`src/rtl/core/tcpg_pkg.sv`:
```
// Shared types, constants and colour helpers for the test chart pixel generator.
package tcpg_pkg;

  localparam int COORD_W = 12;
  localparam int DIM_W   = 13;
  localparam int NUM_W   = 21;   // pixel * chart span, 4095*320 < 2^21
  localparam int Q_W     = 9;    // chart coordinate, 0..319
  localparam int CELL_W  = 4;    // grid column / row

  localparam logic [NUM_W-1:0] CHART_W = NUM_W'(320);
  localparam logic [NUM_W-1:0] CHART_H = NUM_W'(180);
  localparam logic [Q_W-1:0]   CHART_X_MAX = Q_W'(319);
  localparam logic [Q_W-1:0]   CHART_Y_MAX = Q_W'(179);

  localparam logic [DIM_W-1:0] WIDTH_RESET  = DIM_W'(320);
  localparam logic [DIM_W-1:0] HEIGHT_RESET = DIM_W'(180);

  // register indexes on the write port
  localparam logic REG_FRAME_WIDTH  = 1'b0;
  localparam logic REG_FRAME_HEIGHT = 1'b1;

  // x/20 for x < 320 as (x*205) >> 12
  localparam int CELL_RECIP = 205;
  localparam int CELL_SHIFT = 12;
  localparam int RECIP_W    = 17;

  // pipeline layout
  localparam int DIV_BITS   = Q_W;           // one quotient bit per stage
  localparam int DIV_STAGES = DIV_BITS + 2;  // overflow check, bits, saturate
  localparam int COL_STAGES = 3;
  localparam int NUM_STAGES = 1 + DIV_STAGES + COL_STAGES;

  typedef struct packed {
    logic [COORD_W-1:0] pixel_x;
    logic [COORD_W-1:0] pixel_y;
  } pix_in_t;

  typedef struct packed {
    logic [7:0] red;
    logic [7:0] green;
    logic [7:0] blue;
  } pix_out_t;

  function automatic pix_out_t skin_tone(input logic [1:0] idx);
    pix_out_t c;
    case (idx)
      2'd0:    c = '{red: 8'd234, green: 8'd189, blue: 8'd157};
      2'd1:    c = '{red: 8'd185, green: 8'd128, blue: 8'd96};
      2'd2:    c = '{red: 8'd121, green: 8'd78,  blue: 8'd55};
      default: c = '{red: 8'd242, green: 8'd204, blue: 8'd177};
    endcase
    return c;
  endfunction

  function automatic logic [7:0] times85(input logic [1:0] v);
    return 8'(v) * 8'd85;
  endfunction

endpackage

```
`src/rtl/core/tcpg_color.sv`:
```
// Chart cell decode and colour selection, three register stages.
module tcpg_color (
  input  logic                                 clk,
  input  logic [tcpg_pkg::COL_STAGES-1:0]      en,
  input  logic [tcpg_pkg::Q_W-1:0]             cx,
  input  logic [tcpg_pkg::Q_W-1:0]             cy,
  output tcpg_pkg::pix_out_t                   rgb
);

  // stage 0: cell, offsets from circle centre, square and line flags
  logic [tcpg_pkg::CELL_W-1:0] col0, row0;
  logic signed [9:0]           dx0, dy0;
  logic                        mark0;

  logic [tcpg_pkg::RECIP_W-1:0] px, py;
  always_comb begin
    px = tcpg_pkg::RECIP_W'(cx) * tcpg_pkg::RECIP_W'(tcpg_pkg::CELL_RECIP);
    py = tcpg_pkg::RECIP_W'(cy) * tcpg_pkg::RECIP_W'(tcpg_pkg::CELL_RECIP);
  end

  always_ff @(posedge clk) begin
    if (en[0]) begin
      col0  <= tcpg_pkg::CELL_W'(px >> tcpg_pkg::CELL_SHIFT);
      row0  <= tcpg_pkg::CELL_W'(py >> tcpg_pkg::CELL_SHIFT);
      dx0   <= $signed({1'b0, cx}) - 10'sd64;
      dy0   <= $signed({1'b0, cy}) - 10'sd150;
      mark0 <= (cx > 9'd210 && cx < 9'd235 && cy > 9'd130 && cy < 9'd160) ||
               (cx == 9'd160);
    end
  end

  // stage 1: squares
  logic [tcpg_pkg::CELL_W-1:0] col1, row1;
  logic [15:0]                 dx2, dy2;
  logic                        mark1;
  logic signed [19:0]          sqx, sqy;

  always_comb begin
    sqx = 20'(dx0) * 20'(dx0);
    sqy = 20'(dy0) * 20'(dy0);
  end

  always_ff @(posedge clk) begin
    if (en[1]) begin
      col1  <= col0;
      row1  <= row0;
      dx2   <= 16'(sqx);
      dy2   <= 16'(sqy);
      mark1 <= mark0;
    end
  end

  // stage 2: colour
  tcpg_pkg::pix_out_t c;
  logic               white;
  logic [1:0]         band;

  always_comb begin
    white = mark1 || ((17'(dx2) + 17'(dy2)) < 17'd180);
    band  = 2'(row1 - tcpg_pkg::CELL_W'(2));
    case (row1)
      4'd0: begin
        c.red   = 8'(col1) * 8'd17;
        c.green = 8'(col1) * 8'd17;
        c.blue  = 8'(col1) * 8'd17;
      end
      4'd1: c = tcpg_pkg::skin_tone(col1[1:0]);
      4'd2, 4'd3, 4'd4, 4'd5: begin
        c.red   = tcpg_pkg::times85(col1[1:0]);
        c.green = tcpg_pkg::times85(col1[3:2]);
        c.blue  = tcpg_pkg::times85(band);
      end
      default: begin
        c.red   = white ? 8'd255 : 8'd20;
        c.green = white ? 8'd255 : 8'd20;
        c.blue  = white ? 8'd255 : 8'd20;
      end
    endcase
  end

  always_ff @(posedge clk) begin
    if (en[2]) begin
      rgb <= c;
    end
  end

endmodule

```
`config.mk`:
```
export PLATFORM = sky130hd
export DESIGN_NAME = tcpg_color
export DESIGN_NICKNAME = d
export VERILOG_FILES = /design/src/rtl/core/tcpg_pkg.sv /design/src/rtl/core/tcpg_color.sv
export SDC_FILE = /design/constraint.sdc
export NUM_CORES = 1
export LEC_CHECK = 0
export ABC_AREA = 1
export BUFFER_PORTS_ARGS = -buffer_cell sky130_fd_sc_hd__buf_2
export CORE_MARGIN = 2
export CORE_UTILIZATION = 40
export DETAILED_ROUTE_END_ITERATION = 6
export PLACE_DENSITY = 0.56
export SETUP_SLACK_MARGIN = 0.2
export SLEW_MARGIN = 20
export SYNTH_ARGS = -nofsm -noshare
export SYNTH_HDL_FRONTEND = slang
export SYNTH_SLANG_ARGS = --single-unit
```
`constraint.sdc`:
```
create_clock -name clk -period 13.4 [get_ports clk]
set_input_delay 1.34 -clock clk [delete_from_list [all_inputs] [get_ports clk]]
set_output_delay 1.34 -clock clk [all_outputs]
set_load 0.02 [all_outputs]
```
==> results.py <==
metrics = {
    "synthesis": {
        "synth_seq_area_share": 0.2058,
        "synth_top_area_cell": "fa_1",
        "synth_seq_cells": 90,
        "synth_top_area_share": 0.2287,
        "syn_avg_cell_area_um2": 8.738,
        "syn-num-nets": 1887,
        "synth.cell_area_mm2": 0.01313,
        "syn_inst": 1503,
        "synth_area_leaders": "fa_1, edfxtp_1, ha_1",
        "yosys_warnings": 0,
        "yosysUniqueCellTypes": 37,
    },
    "clock_network": {
        "cts_root_buf": "clkbuf_16",
        "clock_path_buffers": 2,
        "path_clk_slew_ns": 0.07,
        "htree_levels": 3,
        "postCtsHoldBufs": 0,
        "insertion_delay_ns": 0.35,
        "cts_setup_buffers": 0,
        "clock_sinks": 90,
        "cts_tree": "built",
        "cts_resized": 0,
        "cts-buffers-inserted": 9,
    },
    "routing": {
        "vias": 9117,
        "first_pass_iters": 5,
        "ant_nets": 0,
        "wl_mm": 25.47,
        "wl_per_cell_um": 12.83,
        "drc_errors": 0,
        "vias_per_cell": 4.593,
        "drt_iter0_markers": 386,
    },
    "finish": {
        "fin_nets": 1922,
        "layout_common_cells": "inv_1, nand2_1, ha_1",
        "layout_commonest_cell": "inv_1",
        "drive_gt1_frac": 0.06546,
        "area_delta_synth_final_pct": 7.507,
        "design_area_mm2": 0.01412,
        "nFillCells": 3238,
        "final_util": 0.4350,
        "n_antenna_cell": 0,
    },
    "worst_setup_path": {
        "crit_end": "dy2[15]$_DFFE_PP_",
        "r2r-start": "dy0[9]$_DFFE_PP_",
        "critical_path.startpoint_type": "flop",
        "critPathKind": "reg -> reg",
        "cp.arrival_ns": 5.30,
        "worstSetupStartpoint": "dy0[9]$_DFFE_PP_",
        "rr_endpoint": "dy2[15]$_DFFE_PP_",
        "critPathMaxFanout": 13,
        "reg2reg_depth": 15,
        "end_kind": "flop",
        "ff2ff_setup_slack_ns": 8.22,
        "worst-endpoint-required_ns": 13.51,
    },
    "timing": {
        "fmax_mhz": 192.9,
        "rsz0062_at_grt": "false",
        "tns_ns": 0,
        "fin_ws_ns": 8.216,
        "slew_headroom": 0.3665,
        "timing.final.crit_share": 0.3869,
        "setup-violations-final": 0,
        "skew_ns": 0.009127,
        "hold_viol": 0,
        "worst_pin_slew_ns": 0.9492,
        "finalCriticalPeriod_ns": 5.184,
        "slew_viol_final": 0,
    },
    "run": {
        "drv_cap": 0,
    },
    "global_routing": {
        "grt.busiest_layer": "met2",
        "grt.met1_usage": 0.2090,
        "grt_max_degree": 38,
        "grt_pass1_vias": 9494,
        "grt_use_met2": 0.2894,
        "antenna_found_initial": 0,
        "grt_pass1_wl_mm": 44.22,
        "grt_usage": 0.1608,
        "use_met3": 0.01770,
        "gr-total-overflow": 0,
    },
    "placed_design": {
        "post-dp-hpwl_mm": 22.40,
        "place_ws_ns": 8.179,
        "portBuffers": 45,
        "placed_cell_area_mm2": 0.01382,
        "globalplace.congestion": 0.8539,
    },
    "floorplanning": {
        "dieArea_mm2": 0.03430,
        "die_h_um": 185.2,
        "core-area_mm2": 0.03245,
        "rows": 66,
        "start_util": 0.4047,
        "io_pins": 46,
        "die_w_um": 185.2,
    },
    "run_status": {
        "outcome": "complete, no violations",
    },
    "min_path": {
        "min_path_cells": 0,
        "min_path_type": "reg -> reg",
    },
}
## synthesized netlist by cell type (all sizes together)
cell type / number
mux2: 1
a21boi: 1
xnor2: 23
o2111ai: 2
a211oi: 3
ha: 212
or2: 6
o21bai: 1
nor2: 65
a21oi: 73
fa: 150
o21ai: 15
xor2: 44
nand3b: 6
nand4: 17
nand2: 284
edfxtp: 90
and2: 3
inv: 421
and3: 1
a21o: 8
clkbuf: 18
buf: 3
a31oi: 1
o211ai: 1
nor3: 7
nand3: 47
## cells by family (layout without fill, tap and decap cells)
kind of cell	after synthesis	in the layout	synth area share
DFF	90	90	0.2058
adders and majority gates	362	362	0.4306
AOI/OAI and AO/OA	105	105	0.04649
muxes	1	1	0.0008574
xor gates and xnor gates	67	67	0.04468
and+or+nand+nor	436	436	0.1444
buffers and inverters	442	482	0.1271
## how the worst min path moves through the flow
stage / start / end / slack [ns]
finish: row0[0]$_DFFE_PP_ / row1[0]$_DFFE_PP_ / 0.43
global route: row0[0]$_DFFE_PP_ / row1[0]$_DFFE_PP_ / 0.44
CTS: row0[0]$_DFFE_PP_ / row1[0]$_DFFE_PP_ / 0.43
detailed placement: row0[0]$_DFFE_PP_ / row1[0]$_DFFE_PP_ / 0.41
global placement: row0[0]$_DFFE_PP_ / row1[0]$_DFFE_PP_ / 0.41
floorplan: col0[0]$_DFFE_PP_ / col1[0]$_DFFE_PP_ / 0.40
## per-layer routing
layer / vias to the layer above / wire [µm]
met4: 0 / 296
li1: 4638 / -
met5: - / 0
met1: 4348 / 12100
met2: 109 / 12510
met3: 22 / 553
## worst max-delay path: stages, from the launching register on
cell and delay, ns:
edfxtp_1 0.67, nand2_1 0.25, fa_1 0.71, inv_1 0.11, fa_1 0.55, inv_1 0.05
fa_1 0.48, fa_1 0.52, fa_1 0.54, inv_1 0.05, ha_1 0.33, a21oi_1 0.17
o211ai_1 0.11, a31oi_1 0.22, nand3b_1 0.14, nand2_1 0.05
## registers in the layout (all words and copies together), names as in the netlist, 4 cells and up
name	flops
col0	4
col1	4
dx0	10
dx2	14
dy0	10
dy2	14
rgb	24
row0	4
row1	4
## metrics by stage
step,std cells,hold WS (ns)
after floorplan,1503,0.4003
after global placement,1969,0.4111
after detailed placement,1969,0.4126
after CTS,1985,0.4286
after global routing,1985,0.4436
final,1985,0.4253
## layout make-up
type                            instances  area, µm²  area share
Clock buffer                            9      225.2     0.01595
Clock inverter                          7      71.32    0.005051
Inverter                              421       1580      0.1119
Multi-Input combinational cell        971       8761      0.6205
Sequential cell                        90       2703      0.1914
Tap cell                              442      553.0     0.03917
Timing Repair Buffer                   45      225.2     0.01595
Power is left out: the tool's default activity adds up to more than one toggle a clock period on the data nets, which glitch-free logic cannot reach.
